`src/design/hrbp_pkg.sv`:
```
`default_nettype none
package hrbp_pkg;

	localparam int unsigned LENGTH_BITS = 32;
	localparam int unsigned METHOD_MAX_CHARS = 7;
	localparam int unsigned MCHAR_BITS = 8 * METHOD_MAX_CHARS;
	localparam int unsigned MCOUNT_BITS = 4;
	localparam int unsigned CL_LEN = 14;

	typedef enum logic [4:0] {
		ST_METHOD_START = 5'd0,
		ST_METHOD       = 5'd1,
		ST_URI_START    = 5'd2,
		ST_URI          = 5'd3,
		ST_H            = 5'd4,
		ST_T1           = 5'd5,
		ST_T2           = 5'd6,
		ST_P            = 5'd7,
		ST_SLASH        = 5'd8,
		ST_MAJOR_START  = 5'd9,
		ST_MAJOR        = 5'd10,
		ST_MINOR_START  = 5'd11,
		ST_MINOR        = 5'd12,
		ST_NL1          = 5'd13,
		ST_LINE_START   = 5'd14,
		ST_LWS          = 5'd15,
		ST_NAME         = 5'd16,
		ST_SPACE        = 5'd17,
		ST_VALUE        = 5'd18,
		ST_NL2          = 5'd19,
		ST_NL3          = 5'd20,
		ST_BODY         = 5'd21,
		ST_REJECT       = 5'd22
	} pstate_t;

	localparam logic [1:0] STAT_MORE   = 2'd0;
	localparam logic [1:0] STAT_DONE   = 2'd1;
	localparam logic [1:0] STAT_REJECT = 2'd2;

	localparam logic [2:0] KIND_SYNTAX    = 3'd0;
	localparam logic [2:0] KIND_URI       = 3'd1;
	localparam logic [2:0] KIND_NAME      = 3'd2;
	localparam logic [2:0] KIND_NAME_END  = 3'd3;
	localparam logic [2:0] KIND_VALUE     = 3'd4;
	localparam logic [2:0] KIND_VALUE_END = 3'd5;
	localparam logic [2:0] KIND_BODY      = 3'd6;

	typedef struct packed {
		pstate_t                  st;
		logic [MCHAR_BITS-1:0]    mchars;
		logic [MCOUNT_BITS-1:0]   mcount;
		logic [2:0]               mheld;
		logic [7:0]               major;
		logic [7:0]               minor;
		logic                     any_hdr;
		logic [3:0]               npos;
		logic                     nmatch;
		logic                     lpres;
		logic [LENGTH_BITS-1:0]   lval;
		logic [LENGTH_BITS-1:0]   bcount;
	} pctx_t;

	typedef struct packed {
		logic [1:0]             status;
		logic [2:0]             kind;
		logic [7:0]             data;
		logic [2:0]             method;
		logic [7:0]             major;
		logic [7:0]             minor;
		logic [LENGTH_BITS-1:0] blen;
	} pres_t;

	function automatic logic is_token(input logic [7:0] c);
		logic r;
		r = (c >= 8'd33) && (c <= 8'd126);
		case (c)
			"(", ")", "<", ">", "@", ",", ";", ":", "\\", "\"", "/", "[", "]",
			"?", "=", "{", "}": r = 1'b0;
			default: ;
		endcase
		return r;
	endfunction

	function automatic logic is_ctl(input logic [7:0] c);
		return (c < 8'd32) || (c == 8'd127);
	endfunction

	function automatic logic ascii_digit(input logic [7:0] c);
		return (c >= "0") && (c <= "9");
	endfunction

	function automatic logic [7:0] dec8(input logic [7:0] v, input logic [7:0] c);
		logic [11:0] r;
		r = {1'b0, v, 3'b000} + {3'b000, v, 1'b0} + {8'd0, c[3:0]};
		return (r > 12'd255) ? 8'd255 : r[7:0];
	endfunction

	function automatic logic [7:0] cl_char(input logic [3:0] i);
		logic [7:0] r;
		case (i)
			4'd0: r = "C";  4'd1: r = "o";  4'd2: r = "n";  4'd3: r = "t";
			4'd4: r = "e";  4'd5: r = "n";  4'd6: r = "t";  4'd7: r = "-";
			4'd8: r = "L";  4'd9: r = "e";  4'd10: r = "n"; 4'd11: r = "g";
			4'd12: r = "t"; 4'd13: r = "h";
			default: r = 8'd0;
		endcase
		return r;
	endfunction

endpackage
`default_nettype wire

```
`src/design/http_request_byte_parser_unit.sv`:
```
`default_nettype none
// Channel  | Dir | Fields (tdata/tuser, lowest bit first)
// s_axis   | in  | tdata[7:0] data_byte; tuser new_request
// m_axis   | out | tdata[63:0] status, byte_kind, out_byte, method_code,
//          |     |   version_major, version_minor, body_length
//
// Each accepted byte is parsed in the cycle it is taken; its result is
// registered and appears in the cycle after. One byte per clock is
// sustained unless the output stalls; the combinational step feeds the output register.
// Reset (arst_n low) puts the parser at the start of a method token and
// empties the output register. When the output is stalled, the input
// stalls too; an empty or draining output register accepts a new byte.
module http_request_byte_parser_unit (
	input  wire logic        clk,
	input  wire logic        arst_n,
	input  wire logic        s_axis_tvalid,
	output logic             s_axis_tready,
	input  wire logic [7:0]  s_axis_tdata,  // data_byte
	input  wire logic        s_axis_tuser,  // new_request
	output logic             m_axis_tvalid,
	input  wire logic        m_axis_tready,
	output logic [63:0]      m_axis_tdata   // status[1:0], byte_kind[4:2], out_byte[12:5],
	                                        // method_code[15:13], version_major[23:16],
	                                        // version_minor[31:24], body_length[63:32]
);
	// Parser context register; holds everything the grammar remembers.
	hrbp_pkg::pctx_t ctx_q, ctx_next, ctx_rst;
	hrbp_pkg::pres_t res_next, res_q;
	logic            take;

	assign s_axis_tready = !m_axis_tvalid || m_axis_tready;
	assign take = s_axis_tvalid && s_axis_tready;

	hrbp_next_state u_step (
		.cur    (ctx_q),
		.c      (s_axis_tdata),
		.restart(s_axis_tuser),
		.nxt    (ctx_next),
		.res    (res_next)
	);

	always_comb begin
		ctx_rst = '0;
		ctx_rst.st = hrbp_pkg::ST_METHOD_START;
		ctx_rst.nmatch = 1'b1;
	end

	always_ff @(posedge clk or negedge arst_n) begin
		if (!arst_n) begin
			ctx_q <= ctx_rst;
			m_axis_tvalid <= 1'b0;
		end else begin
			if (take) begin
				ctx_q <= ctx_next;
				m_axis_tvalid <= 1'b1;
			end else if (m_axis_tready) begin
				m_axis_tvalid <= 1'b0;
			end
		end
	end

	always_ff @(posedge clk) begin
		if (take) begin
			res_q <= res_next;
		end
	end

	assign m_axis_tdata = {res_q.blen, res_q.minor, res_q.major, res_q.method,
		res_q.data, res_q.kind, res_q.status};

	// A rejected byte leaves the parser in its reject state.
	a_reject_state: assert property (@(posedge clk) disable iff (!arst_n)
		take && res_next.status == hrbp_pkg::STAT_REJECT |=> ctx_q.st == hrbp_pkg::ST_REJECT)
		else $error("reject without reject state");
	// A completed request returns the parser to the method start.
	a_done_reset: assert property (@(posedge clk) disable iff (!arst_n)
		take && res_next.status == hrbp_pkg::STAT_DONE |=> ctx_q.st == hrbp_pkg::ST_METHOD_START)
		else $error("completion did not restart parser");
	// Rejected results always carry the syntax kind.
	a_reject_kind: assert property (@(posedge clk) disable iff (!arst_n)
		m_axis_tvalid && res_q.status == hrbp_pkg::STAT_REJECT |-> res_q.kind == hrbp_pkg::KIND_SYNTAX)
		else $error("reject with non-syntax kind");
endmodule
`default_nettype wire

```
`src/design/hrbp_method_match.sv`:
```
`default_nettype none
// Compares the collected, upper-cased method token against the eight names.
module hrbp_method_match (
	input  wire logic [hrbp_pkg::MCHAR_BITS-1:0]  mchars,
	input  wire logic [hrbp_pkg::MCOUNT_BITS-1:0] mcount,
	output logic                                  hit,
	output logic [2:0]                            code
);
	localparam int unsigned W = hrbp_pkg::MCHAR_BITS;
	localparam int unsigned CW = hrbp_pkg::MCOUNT_BITS;

	always_comb begin
		hit = 1'b1;
		code = 3'd0;
		if (mcount == CW'(3) && mchars == W'(64'h544547)) code = 3'd0;
		else if (mcount == CW'(4) && mchars == W'(64'h54534F50)) code = 3'd1;
		else if (mcount == CW'(4) && mchars == W'(64'h44414548)) code = 3'd2;
		else if (mcount == CW'(3) && mchars == W'(64'h545550)) code = 3'd3;
		else if (mcount == CW'(6) && mchars == W'(64'h4554454C4544)) code = 3'd4;
		else if (mcount == CW'(5) && mchars == W'(64'h4543415254)) code = 3'd5;
		else if (mcount == CW'(7) && mchars == W'(64'h534E4F4954504F)) code = 3'd6;
		else if (mcount == CW'(7) && mchars == W'(64'h5443454E4E4F43)) code = 3'd7;
		else hit = 1'b0;
	end
endmodule
`default_nettype wire

```
`src/design/hrbp_next_state.sv`:
```
`default_nettype none
// One parser step: current context and byte in, next context and result out.
module hrbp_next_state (
	input  wire hrbp_pkg::pctx_t cur,
	input  wire logic [7:0]      c,
	input  wire logic            restart,
	output hrbp_pkg::pctx_t      nxt,
	output hrbp_pkg::pres_t      res
);
	localparam int unsigned LB = hrbp_pkg::LENGTH_BITS;
	localparam int unsigned CW = hrbp_pkg::MCOUNT_BITS;
	localparam logic [LB-1:0] LMAX = '1;
	localparam logic [LB-1:0] LIM = LMAX / 10;
	localparam logic [3:0] LREM = 4'(LMAX % 10);

	hrbp_pkg::pctx_t s, rst;
	hrbp_pkg::pctx_t m_in;
	logic            hit;
	logic [2:0]      code;
	logic            bad, done;
	logic [2:0]      kind;
	logic [7:0]      uc;
	logic            cl_hdr;
	logic [LB-1:0]   bc_inc;

	hrbp_method_match u_match (
		.mchars(s.mchars),
		.mcount(s.mcount),
		.hit   (hit),
		.code  (code)
	);

	always_comb begin
		rst = '0;
		rst.st = hrbp_pkg::ST_METHOD_START;
		rst.nmatch = 1'b1;
		s = restart ? rst : cur;
		m_in = s;
		uc = (c >= "a" && c <= "z") ? c - 8'd32 : c;
		cl_hdr = s.nmatch && (s.npos == 4'(hrbp_pkg::CL_LEN));
		bc_inc = s.bcount + LB'(1);
		bad = 1'b0;
		done = 1'b0;
		kind = hrbp_pkg::KIND_SYNTAX;
		nxt = s;
		case (s.st)
			hrbp_pkg::ST_METHOD_START,
			hrbp_pkg::ST_METHOD: begin
				if (s.st == hrbp_pkg::ST_METHOD && c == " ") begin
					if (!hit) bad = 1'b1;
					else begin
						nxt.mheld = code;
						nxt.st = hrbp_pkg::ST_URI_START;
					end
				end else if (!hrbp_pkg::is_token(c)) bad = 1'b1;
				else begin
					if (s.st == hrbp_pkg::ST_METHOD_START) begin
						m_in.mchars = '0;
						m_in.mcount = '0;
					end
					nxt.st = hrbp_pkg::ST_METHOD;
					if (m_in.mcount < CW'(hrbp_pkg::METHOD_MAX_CHARS)) begin
						nxt.mchars = m_in.mchars |
							(hrbp_pkg::MCHAR_BITS'(uc) << {m_in.mcount, 3'b000});
						nxt.mcount = m_in.mcount + CW'(1);
					end else begin
						nxt.mchars = m_in.mchars;
						nxt.mcount = CW'(hrbp_pkg::METHOD_MAX_CHARS + 1);
					end
				end
			end
			hrbp_pkg::ST_URI_START: begin
				if (c >= 8'd33 && c <= 8'd126) begin
					kind = hrbp_pkg::KIND_URI;
					nxt.st = hrbp_pkg::ST_URI;
				end else bad = 1'b1;
			end
			hrbp_pkg::ST_URI: begin
				if (c == " ") nxt.st = hrbp_pkg::ST_H;
				else if (c >= 8'd33 && c <= 8'd126) kind = hrbp_pkg::KIND_URI;
				else bad = 1'b1;
			end
			hrbp_pkg::ST_H: if (c == "H") nxt.st = hrbp_pkg::ST_T1; else bad = 1'b1;
			hrbp_pkg::ST_T1: if (c == "T") nxt.st = hrbp_pkg::ST_T2; else bad = 1'b1;
			hrbp_pkg::ST_T2: if (c == "T") nxt.st = hrbp_pkg::ST_P; else bad = 1'b1;
			hrbp_pkg::ST_P: if (c == "P") nxt.st = hrbp_pkg::ST_SLASH; else bad = 1'b1;
			hrbp_pkg::ST_SLASH: begin
				if (c == "/") begin
					nxt.major = '0;
					nxt.minor = '0;
					nxt.st = hrbp_pkg::ST_MAJOR_START;
				end else bad = 1'b1;
			end
			hrbp_pkg::ST_MAJOR_START: begin
				if (hrbp_pkg::ascii_digit(c)) begin
					nxt.major = hrbp_pkg::dec8(s.major, c);
					nxt.st = hrbp_pkg::ST_MAJOR;
				end else bad = 1'b1;
			end
			hrbp_pkg::ST_MAJOR: begin
				if (c == ".") nxt.st = hrbp_pkg::ST_MINOR_START;
				else if (hrbp_pkg::ascii_digit(c)) nxt.major = hrbp_pkg::dec8(s.major, c);
				else bad = 1'b1;
			end
			hrbp_pkg::ST_MINOR_START: begin
				if (hrbp_pkg::ascii_digit(c)) begin
					nxt.minor = hrbp_pkg::dec8(s.minor, c);
					nxt.st = hrbp_pkg::ST_MINOR;
				end else bad = 1'b1;
			end
			hrbp_pkg::ST_MINOR: begin
				if (c == 8'h0D) nxt.st = hrbp_pkg::ST_NL1;
				else if (hrbp_pkg::ascii_digit(c)) nxt.minor = hrbp_pkg::dec8(s.minor, c);
				else bad = 1'b1;
			end
			hrbp_pkg::ST_NL1, hrbp_pkg::ST_NL2: begin
				if (c == 8'h0A) nxt.st = hrbp_pkg::ST_LINE_START; else bad = 1'b1;
			end
			hrbp_pkg::ST_LINE_START: begin
				if (c == 8'h0D) nxt.st = hrbp_pkg::ST_NL3;
				else if (s.any_hdr && (c == " " || c == 8'h09)) nxt.st = hrbp_pkg::ST_LWS;
				else if (!hrbp_pkg::is_token(c)) bad = 1'b1;
				else begin
					nxt.any_hdr = 1'b1;
					nxt.nmatch = (c == hrbp_pkg::cl_char(4'd0));
					nxt.npos = (c == hrbp_pkg::cl_char(4'd0)) ? 4'd1 : 4'd0;
					kind = hrbp_pkg::KIND_NAME;
					nxt.st = hrbp_pkg::ST_NAME;
				end
			end
			hrbp_pkg::ST_LWS, hrbp_pkg::ST_VALUE: begin
				if (c == 8'h0D) begin
					kind = hrbp_pkg::KIND_VALUE_END;
					nxt.st = hrbp_pkg::ST_NL2;
				end else if (s.st == hrbp_pkg::ST_LWS && (c == " " || c == 8'h09)) begin
				end else if (hrbp_pkg::is_ctl(c)) bad = 1'b1;
				else begin
					kind = hrbp_pkg::KIND_VALUE;
					nxt.st = hrbp_pkg::ST_VALUE;
					if (cl_hdr && hrbp_pkg::ascii_digit(c)) begin
						// Saturate when value*10+d would pass the all-ones limit.
						if (s.lval > LIM || (s.lval == LIM && c[3:0] > LREM))
							nxt.lval = LMAX;
						else
							nxt.lval = {s.lval[LB-4:0], 3'b000} + {s.lval[LB-2:0], 1'b0}
								+ LB'(c[3:0]);
					end
				end
			end
			hrbp_pkg::ST_NAME: begin
				if (c == ":") begin
					kind = hrbp_pkg::KIND_NAME_END;
					if (cl_hdr) begin
						nxt.lpres = 1'b1;
						nxt.lval = '0;
					end
					nxt.st = hrbp_pkg::ST_SPACE;
				end else if (!hrbp_pkg::is_token(c)) bad = 1'b1;
				else begin
					kind = hrbp_pkg::KIND_NAME;
					if (s.nmatch && s.npos < 4'(hrbp_pkg::CL_LEN) &&
						c == hrbp_pkg::cl_char(s.npos))
						nxt.npos = s.npos + 4'd1;
					else
						nxt.nmatch = 1'b0;
				end
			end
			hrbp_pkg::ST_SPACE: if (c == " ") nxt.st = hrbp_pkg::ST_VALUE; else bad = 1'b1;
			hrbp_pkg::ST_NL3: begin
				if (c != 8'h0A) bad = 1'b1;
				else if (s.lpres && s.lval != '0) begin
					nxt.bcount = '0;
					nxt.st = hrbp_pkg::ST_BODY;
				end else done = 1'b1;
			end
			hrbp_pkg::ST_BODY: begin
				kind = hrbp_pkg::KIND_BODY;
				nxt.bcount = bc_inc;
				if (bc_inc >= s.lval) done = 1'b1;
			end
			default: bad = 1'b1;
		endcase

		res.data = c;
		res.method = nxt.mheld;
		res.major = nxt.major;
		res.minor = nxt.minor;
		res.blen = nxt.lpres ? nxt.lval : '0;
		if (bad) begin
			nxt.st = hrbp_pkg::ST_REJECT;
			res.status = hrbp_pkg::STAT_REJECT;
			res.kind = hrbp_pkg::KIND_SYNTAX;
		end else begin
			res.status = done ? hrbp_pkg::STAT_DONE : hrbp_pkg::STAT_MORE;
			res.kind = kind;
		end
		if (done && !bad) nxt = rst;
	end
endmodule
`default_nettype wire
```
`config.mk`:
```
export PLATFORM = sky130hd
export DESIGN_NAME = http_request_byte_parser_unit
export DESIGN_NICKNAME = d
export VERILOG_FILES = /design/src/design/hrbp_pkg.sv /design/src/design/http_request_byte_parser_unit.sv /design/src/design/hrbp_method_match.sv /design/src/design/hrbp_next_state.sv
export SDC_FILE = /design/constraint.sdc
export NUM_CORES = 1
export LEC_CHECK = 0
export BUFFER_PORTS_ARGS = -buffer_cell sky130_fd_sc_hd__buf_2
export CAP_MARGIN = 15
export CORE_MARGIN = 3
export CORE_UTILIZATION = 48
export CTS_CLUSTER_SIZE = 16
export DETAILED_ROUTE_END_ITERATION = 10
export GPL_TIMING_DRIVEN = 0
export REMOVE_ABC_BUFFERS = 1
export SLEW_MARGIN = 15
export SYNTH_ARGS = -nofsm -noshare
export SYNTH_HDL_FRONTEND = slang
export SYNTH_HIERARCHICAL = 1
export SYNTH_SLANG_ARGS = --single-unit
export TNS_END_PERCENT = 100
```
`constraint.sdc`:
```
create_clock -name clk -period 4.76 [get_ports clk]
set_input_delay 1.19 -clock clk [delete_from_list [all_inputs] [get_ports clk]]
set_output_delay 1.19 -clock clk [all_outputs]
set_load 0.01 [all_outputs]
```
# Word-level counts from Yosys, hierarchy flattened
# Memory sizes are Yosys's and may differ from the RTL's.
# Cells that the tools add are included.
[word_totals] inputBits=13 memories=1 register_bits=220 latch_bits=0 wordCells=288 ramBits=0 output_inout_bits=66 rom_bits=112
[classes] order_cmp=14 n_eq_ne=65 add_sub_neg=10 n_div=0 n_bitwise=1 n_reduce_logical=37 mux=139 shifts=1 mul=0
[mem_list] memory="(no name shown)" depth=16 width=7 read_ports=1 rd_ports_with_merged_regs=0 write_ports=0 line="hrbp_pkg.sv:100" source="case (i)"
[ops] operator="60-bit two-way mux" count=6
[ops] operator="155-bit two-way mux" count=2
[ops] operator="32-bit two-way mux" count=7
[ops] operator="5-bit two-way mux" count=27
[ops] operator="32-bit case mux with 2 select lines" count=2
[ops] operator="56-bit by 23-bit == test with 1-bit output, second input constant" count=2
[ops] operator="56-bit by 31-bit == test with 1-bit output, second input constant" count=2
[ops] operator="56-bit by 55-bit == test with 1-bit output, second input constant" count=2
[ops] operator="8-bit by 6-bit == test with 1-bit output, second input constant" count=13
[ops] operator="5-bit case mux with 18 select lines" count=1
[ops] operator="8-bit by 7-bit == test with 1-bit output, second input constant" count=11
[ops] operator="8-bit two-way mux" count=10
[ops] operator="33-bit two-way mux" count=2
[ops] operator="65-bit two-way mux" count=1
[ops] operator="63-bit two-way mux" count=1
[ops] operator="56-bit by 39-bit == test with 1-bit output, second input constant" count=1
[ops] operator="56-bit by 47-bit == test with 1-bit output, second input constant" count=1
[ops] operator="56-bit bitwise OR" count=1
[ops] operator="8-bit by 7-bit << shifter with 56-bit output" count=1
[ops] operator="1-bit two-way mux" count=51
[ops] operator="8-bit case mux with 3 select lines" count=2
[ops] operator="3-bit two-way mux" count=15
[ops] operator="5-bit by 4-bit == test with 1-bit output, second input constant" count=8
[ops] operator="32-bit by 1-bit adder with 32-bit output, second input constant" count=1
[ops] operator="44 further kinds" count=97

# Longest topological paths before layout
# Gate-level depths: netlist of run 1.
[depth] word_depth=17 depth_mapped=30 ltp_nobuf=19

# Hierarchy
# Netlist of run 1, hierarchy kept.
[modules_own_cells] mod="hrbp_next_state" area_each_um2=10664.0 instances=1 seq_area_each_um2=0.0 cells_per_inst=1712
[modules_own_cells] mod="http_request_byte_parser_unit" area_each_um2=8308.0 instances=1 seq_area_each_um2=5826.8 cells_per_inst=395
[modules_own_cells] mod="hrbp_method_match" area_each_um2=643.1 instances=1 seq_area_each_um2=0.0 cells_per_inst=95

# Least setup slack after synthesis of run 1
# No wires, ideal clock.
[synth_timing] path_type="input to register" start="input port s_axis_tuser" end="register ctx_q[140] in the netlist's numbering" t_arrival_ns=6.325 t_required_ns=4.695 path_buffers=10 setup_time_ns=0.065 stages=28 slack_ns=-1.630 path_cell_list="buf_2 buf_6 buf_2 buf_2 clkbuf_1 buf_1 clkbuf_1 buf_1 nor2b_1 ha_1 nand4_4 or2_2 nor4_2 and3_1 and3_1 xnor2_1 nor2_1 ha_1 a21o_1 a21oi_1 o21ai_0 a22oi_1 nor2b_1 inv_1 buf_2 clkbuf_1 nor2_1 mux2_4"
[synth_lines] item="from (decl)" line="http_request_byte_parser_unit.sv:19" source="input wire logic s_axis_tuser,"
[synth_lines] item="to (signal assigned)" line="http_request_byte_parser_unit.sv:50" source="ctx_q <= ctx_rst;"
[synth_lines] item="to (signal assigned)" line="http_request_byte_parser_unit.sv:54" source="ctx_q <= ctx_next;"
[synth_lines] item="to (decl)" line="http_request_byte_parser_unit.sv:27" source="hrbp_pkg::pctx_t ctx_q, ctx_next, ctx_rst;"

==> results of run 1 <==
through the flow:
stage | setup TNS, ps | power (µW)
2_1_floorplan | -267150 | 2843
3_3_place_gp | -1868180 | 3284
3_5_place_dp | -332910 | 3312
4_1_cts | 0 | 5598
5_1_grt | -115.6 | 5844
6_report | 0 | 5616
metal layers:
metal	wire length, µm	part of all wire	vias to the layer above
met4	2041	0.031	2
met2	28910	0.44	751
met5	7	0.00011	-
met3	4769	0.073	135
li1	-	-	8113
met1	29970	0.46	8891
worst register-to-register path, stage by stage (launching register included):
cell and delay, ps:
dfrtp_1 830, nor2b_1 640, and4_2 960, o221ai_1 240, nor4_1 300, o211ai_1 170, a21oi_2 230, inv_2 80
or4_1 510, mux2_2 270
worst max path at each step:
stage                             end  slack, ps  cells after the start
6_report       ctx_q[113]$_DFFE_PN0P_        110                     20
5_1_grt        ctx_q[148]$_DFFE_PN0P_        -20                     20
4_1_cts         ctx_q[93]$_DFFE_PN0P_         10                     20
3_5_place_dp   ctx_q[130]$_DFFE_PN0P_      -2100                     22
3_3_place_gp    ctx_q[66]$_DFFE_PN0P_     -11140                     14
2_1_floorplan   ctx_q[76]$_DFFE_PN0P_      -2220                     18
where the power goes:
| part | internal, µW | switching (µW) | leakage, µW | total, µW |
|---|---|---|---|---|
| clock | 1310 | 900 | 0.000471 | 2210 |
| sequential | 2020 | 160 | 0.00279 | 2180 |
| combinational | 448 | 779 | 0.00687 | 1230 |
| total | 3780 | 1840 | 0.0101 | 5620 |
layout make-up:
| type | count | share of cell area |
|---|---|---|
| Tap cell | 525 | 0.02963 |
| Multi-Input combinational cell | 1777 | 0.5936 |
| Clock buffer | 36 | 0.03476 |
| Timing Repair Buffer | 122 | 0.05598 |
| Antenna cell | 1 | 0.0001129 |
| Clock inverter | 16 | 0.008070 |
| Timing Repair inverter | 1 | 0.0003950 |
| Inverter | 79 | 0.01467 |
| Sequential cell | 220 | 0.2628 |
cells by family (layout without fill, tap and decap cells):
logic type,count (synthesis),count (layout),synth area share
and+or+nand+nor,915,915,0.2476
AOI/OAI and AO/OA,489,489,0.1642
DFF,220,220,0.2971
buffers and inverters,205,254,0.05039
muxes,164,164,0.1203
adders and majority gates,134,134,0.08701
xor gates and xnor gates,75,75,0.03349
other,0,1,0
registers in the layout, indices dropped and copies added, names as in the netlist:
signal	count
m_axis_tdata	64
m_axis_tvalid	1
ctx_q	155
layout by cell type, fill, tap and decap left out, drive strengths merged, types with 8 or more instances in the layout:
cell / netlist / final
nand3: 54 / 54
and3: 18 / 18
a31oi: 11 / 11
or4: 8 / 8
nor2b: 123 / 123
a211oi: 20 / 20
clkbuf: 58 / 46
clkinv: 1 / 12
a21o: 34 / 34
nor3b: 10 / 10
xnor2: 45 / 45
a22oi: 75 / 75
buf: 68 / 110
o21ai: 98 / 98
nand2: 169 / 169
and2: 41 / 41
edfxtp: 64 / 64
a21oi: 121 / 121
dfrtp: 155 / 155
nor4b: 19 / 19
or3: 9 / 9
nor3: 62 / 62
o22ai: 20 / 20
o31ai: 13 / 13
mux2: 157 / 157
o21bai: 9 / 9
nand2b: 24 / 24
nand4: 38 / 38
nor4: 29 / 29
nor2: 264 / 264
o21a: 9 / 9
xor2: 30 / 30
ha: 130 / 130
a221oi: 11 / 11
inv: 78 / 81
or2: 8 / 8
timing repair:
item,CTS,global route
resized for setup,44,40
setup endpoints to repair,203,165
pin swaps,6,9
gates cloned,6,9
buffers inserted,7,6
==> flow_summary.yaml, run 1 <==
status:
  outcome: "complete, no violations"
detailed_routing:
  drc: 0
  wire_per_inst_um: 23.66
  routed_wl_mm: 65.70
  dr.pass1.iters: 6
  final_antenna_net_count: 0
  num_vias: 17890
  viasPerCell: 6.443
  drtIter0Drc: 1863
timing:
  fmax_mhz: 215.2
  relSlewSlack: 0.2512
  fin_skew_ps: 26.99
  rsz0062_at_grt: "true"
  final_hold_viol_count: 0
  slew_viol_final: 0
  worst_pin_slew_ps: 1121
  setup_ws_ps: 113.4
  whs_ps: 500.0
  finalCriticalPeriod_ps: 4647
  fin_crit_sh: 0.9762
  finalSetupViolCount: 0
setup_path:
  critPathLaunchType: "primary input"
  cp-end-kind: "flip-flop"
  reg2reg_slack_ps: 420
  worstRegToRegCells: 9
  critPathMaxStageDelay_ps: 370
  crit_family: "simple AND/OR/NAND/NOR gates"
  worst-path-max-fanout: 20
  timing.rr.end: "ctx_q[151]$_DFFE_PN0P_"
  worstPathRequired_ps: 5230
  reg2reg_from: "ctx_q[152]$_DFFE_PN0P_"
  cp_data_arrival_time_ps: 5110
  cp_num_buf_inv: 4
  startpoint: "s_axis_tuser"
  crit_type: "in2reg"
  path_cells: "buf_16 > and4b_2 > nand4_4 > or2_4 > nor4_4 > and3_4 > and3_4 > xnor2_1 > nor2_1 > ha_1 > nand4_1 > nor3_2 > o21ai_1 > a21oi_2 > nor2b_4 > buf_12 > inv_16 > clkbuf_16 > nor2_1 > mux2_4"
  slowest_stage: "and4b_2"
power:
  ir_drop_uv: 302.8
  powerDensity_nw_per_um2: 253.3
  p_leak_uw: 0.01013
floorplanning:
  core_area_um2: 40010
  start_util: 0.4903
  rows: 73
  chipHeight_um: 208.2
  dieArea_um2: 43330
  die-width_um: 208.2
  ios: 79
clock_network:
  cts_made_buffers: 28
  cts_hold_buf: 0
  path_clk_slew_ps: 60
  cts_buffer_depth: 3
  cts_root_buffer: "clkbuf_16"
  cts.sinks: 220
  clock_latency_ps: 590
  cts_tree: "done"
  htreeDepth: 1
logic_synthesis:
  ys.flop_type: "dfrtp_1"
  synth_area_leader_cell: "dfrtp_1"
  ys_seq_elements: 220
  ys_warn_count: 6
  synthArstFlopShare: 0.7091
  yosys-top-cells-area: "dfrtp_1 (20%), mux2_4 (11%), edfxtp_1 (9.8%)"
  synth_top_area_frac: 0.1977
  ys_seq_area_frac: 0.2971
  syn_inst: 2202
  synth_area_per_cell_um2: 8.908
  synth.most_common_cell: "nor2_1"
  synth_common_cells: "nor2_1 (263), nand2_1 (168), dfrtp_1 (155), mux2_4 (139), ha_1 (130)"
  synth_edf_count: 64
  yosysUniqueCellTypes: 102
  netlist_area_um2: 19620
cells_and_area:
  final_area_um2: 22170
  multi_input_area_um2: 13160
  drive_above_1_share: 0.1910
  final_core_util: 0.5542
  instances_no_fill: 2777
  seq_area_um2: 5827
  nets: 2376
  syn_to_final_growth_pct: 13.04
  fillers: 3650
global_routing:
  grt_use_met3: 0.05594
  antenna_found_initial: 1
  grt-ovfl-total: 0
  met2_usage: 0.4298
  grt_max_degree: 93
  grt_usage: 0.2840
  grt_pass1_wl_mm: 99.82
  top_usage_layer: "met2"
  grt_pass1_vias: 17160
  grtUsageMet1: 0.4116
placement:
  dp_slack_ps: -2103
  placed_cell_area_um2: 20380
  port_buffers: 78
  gp_congestion: 0.9411
  place_inst: 2696
  hpwlAfterDp_mm: 42.63
worst_hold_path:
  min_to: "ctx_q[86]$_DFFE_PN0P_"
  hold_class: "reg2reg"
  hp-start: "ctx_q[86]$_DFFE_PN0P_"
  min_path_cells: 1
flow_run:
  drv_cap: 0
(Power assumes the default switching activity.)
==> run 2: changes to the inputs <==
Settings changed: CAP_MARGIN 15 to 10, CORE_MARGIN 3 to unset.
==> run 2 against run 1 <==
Compared with the run above:
- the run now ends with negative setup slack left
- hold slack got worse by 0.69 ps
- global-route usage up 2.3 points
- non-clock buffer count increased by 28
- sequential share of layout area down 0.89 points
- maximum frequency fell by 3.7%
- clock skew up 2.6 ps
- cell count is 1.1% higher
- wire length up 2.4%
- critical endpoint is now ctx_q[153]$_DFFE_PN0P_
- highest routed layer is now met4
==> flow_summary.yaml, run 2 (same netlist as run 1, synthesis figures left out) <==
status:
  outcome: "complete, but fails checks"
  violations: "negative setup slack"
setup_path:
  reg2reg_from: "ctx_q[151]$_DFFE_PN0P_"
  cp_data_arrival_time_ps: 5280
  worstRegToRegCells: 8
  slowest_stage: "ha_1"
  crit_type: "in2reg"
  timing.rr.end: "m_axis_tdata[43]$_DFFE_PP_"
  startpoint: "s_axis_tuser"
  reg2reg_slack_ps: 240
  worstPathRequired_ps: 5220
  critPathMaxStageDelay_ps: 290
  cp-end-kind: "flip-flop"
  critPathLaunchType: "primary input"
  worst-path-max-fanout: 6
  cpMostUsedCell: "buf_16"
global_routing:
  grt_max_degree: 95
  grt_pass1_wl_mm: 100.0
  grt_usage: 0.3073
  grt-ovfl-total: 0
  grt_pass1_vias: 16800
  antenna_found_initial: 0
clock_network:
  htreeDepth: 1
  path_clk_slew_ps: 60
  cts_buffer_depth: 3
  cts_root_buffer: "clkbuf_16"
  cts_made_buffers: 28
  cts_tree: "done"
  clock_latency_ps: 600
  cts.sinks: 220
  cts_hold_buf: 0
worst_hold_path:
  min_path_cells: 1
  hold_class: "reg2reg"
  min_to: "ctx_q[149]$_DFFE_PN0P_"
  hp-start: "ctx_q[149]$_DFFE_PN0P_"
floorplanning:
  ios: 79
  start_util: 0.4903
  dieArea_um2: 41680
  rows: 73
  core_area_um2: 40010
  die-width_um: 204.2
  chipHeight_um: 204.2
detailed_routing:
  viasPerCell: 6.375
  drc: 0
  num_vias: 17900
  wire_per_inst_um: 23.97
  final_antenna_net_count: 0
  drtIter0Drc: 1778
  dr.pass1.iters: 8
  routed_wl_mm: 67.29
cells_and_area:
  layout_commonest_cell: "nor2_1"
  largest_register_ffs: 155
  final_core_util: 0.5737
  drive_above_1_share: 0.2340
  fillers: 3587
  n_antenna_cell: 0
  most-common-layout-cells: "nor2_1 (253), nand2_1 (162), dfrtp_1 (155), mux2_4 (144), ha_1 (128)"
  largest_register: "ctx_q"
  syn_to_final_growth_pct: 17.02
  nets: 2407
power:
  p_leak_uw: 0.01043
  p_total_uw: 5763
  powerDensity_nw_per_um2: 251.1
  ir_drop_uv: 276.6
timing:
  rsz0062_at_grt: "true"
  relSlewSlack: 0.1301
  final_hold_viol_count: 0
  fmax_mhz: 207.2
  slew_viol_final: 0
  fin_skew_ps: 29.62
  worst_pin_slew_ps: 1302
  finalSetupViolCount: 37
  setup_ws_ps: -67.36
  finalCriticalPeriod_ps: 4827
  fin_crit_sh: 1.014
flow_run:
  drv_cap: 0
placement:
  gp_congestion: 0.9442
  port_buffers: 78
  hpwlAfterDp_mm: 42.67
  dp_slack_ps: -2313
-- run 2: cell count changes in the layout (fill, tap and decap cells not counted), moves of 6 or more --
cell / before / now
and2_4: 1 / 29
nor2_1: 259 / 253
buf_4: 13 / 33
and2_1: 40 / 12
-- run 2: per-stage QoR --
| stage | TNS [ps] | hold WS (ps) | cell area (µm²) | instances |
|---|---|---|---|---|
| detailed placement | -365950 | 483.2 | 20380 | 2695 |
| global route | -3845 | 505.9 | 22950 | 2807 |
| finish | -908.5 | 499.3 | 22950 | 2807 |
| floorplan | -267150 | 472.9 | 18920 | 2076 |
| CTS | -114.0 | 502.2 | 21890 | 2764 |
| global placement | -1914050 | 481.2 | 19970 | 2679 |
-- run 2: worst max path at each step --
stage,to
after detailed placement,ctx_q[76]$_DFFE_PN0P_
after floorplan,ctx_q[76]$_DFFE_PN0P_
after global routing,ctx_q[150]$_DFFE_PN0P_
after global placement,ctx_q[66]$_DFFE_PN0P_
final,ctx_q[153]$_DFFE_PN0P_
after CTS,ctx_q[150]$_DFFE_PN0P_
-- run 2: what timing repair did --
item                                    CTS  global route
buffers inserted                         11            29
endpoints found under the setup margin  208           148
gates resized for setup                  63           123
cloned                                    6            14
pin swaps                                11            38
-- run 2: critical path, delay by kind of cell --
| family | cells | cell delay (ps) |
|---|---|---|
| xor gates and xnor gates | 1 | 160 |
| AOI/OAI and AO/OA | 3 | 410 |
| buffers and inverters | 6 | 940 |
| muxes | 1 | 280 |
| and+or+nand+nor | 12 | 1800 |
| adders and majority gates | 2 | 460 |
-- run 2: report_power, final --
part / internal (µW) / total [µW] / switching [µW]
Combinational: 502 / 1340 / 837
Clock: 1320 / 2240 / 923
Sequential: 2020 / 2180 / 161
Total: 3840 / 5760 / 1920
-- run 2: routing by layer --
metal | track usage | vias to the layer above | share of wire
met5 | 0 | - | 0
met4 | 0.08049 | 0 | 0.025
met3 | 0.04911 | 106 | 0.082
met2 | 0.4623 | 736 | 0.44
met1 | 0.4533 | 8885 | 0.46
li1 | - | 8169 | -
-- run 2: cell type report --
| type | instances | area, µm² | area share |
|---|---|---|---|
| Tap cell | 525 | 656.9 | 0.02862 |
| Clock inverter | 19 | 198.9 | 0.008667 |
| Clock buffer | 33 | 769.5 | 0.03352 |
| Timing Repair Buffer | 150 | 1568 | 0.06830 |
| Timing Repair inverter | 4 | 45.04 | 0.001962 |
| Inverter | 79 | 349.1 | 0.01521 |
| Sequential cell | 220 | 5827 | 0.2539 |
| Multi-Input combinational cell | 1777 | 13540 | 0.5899 |
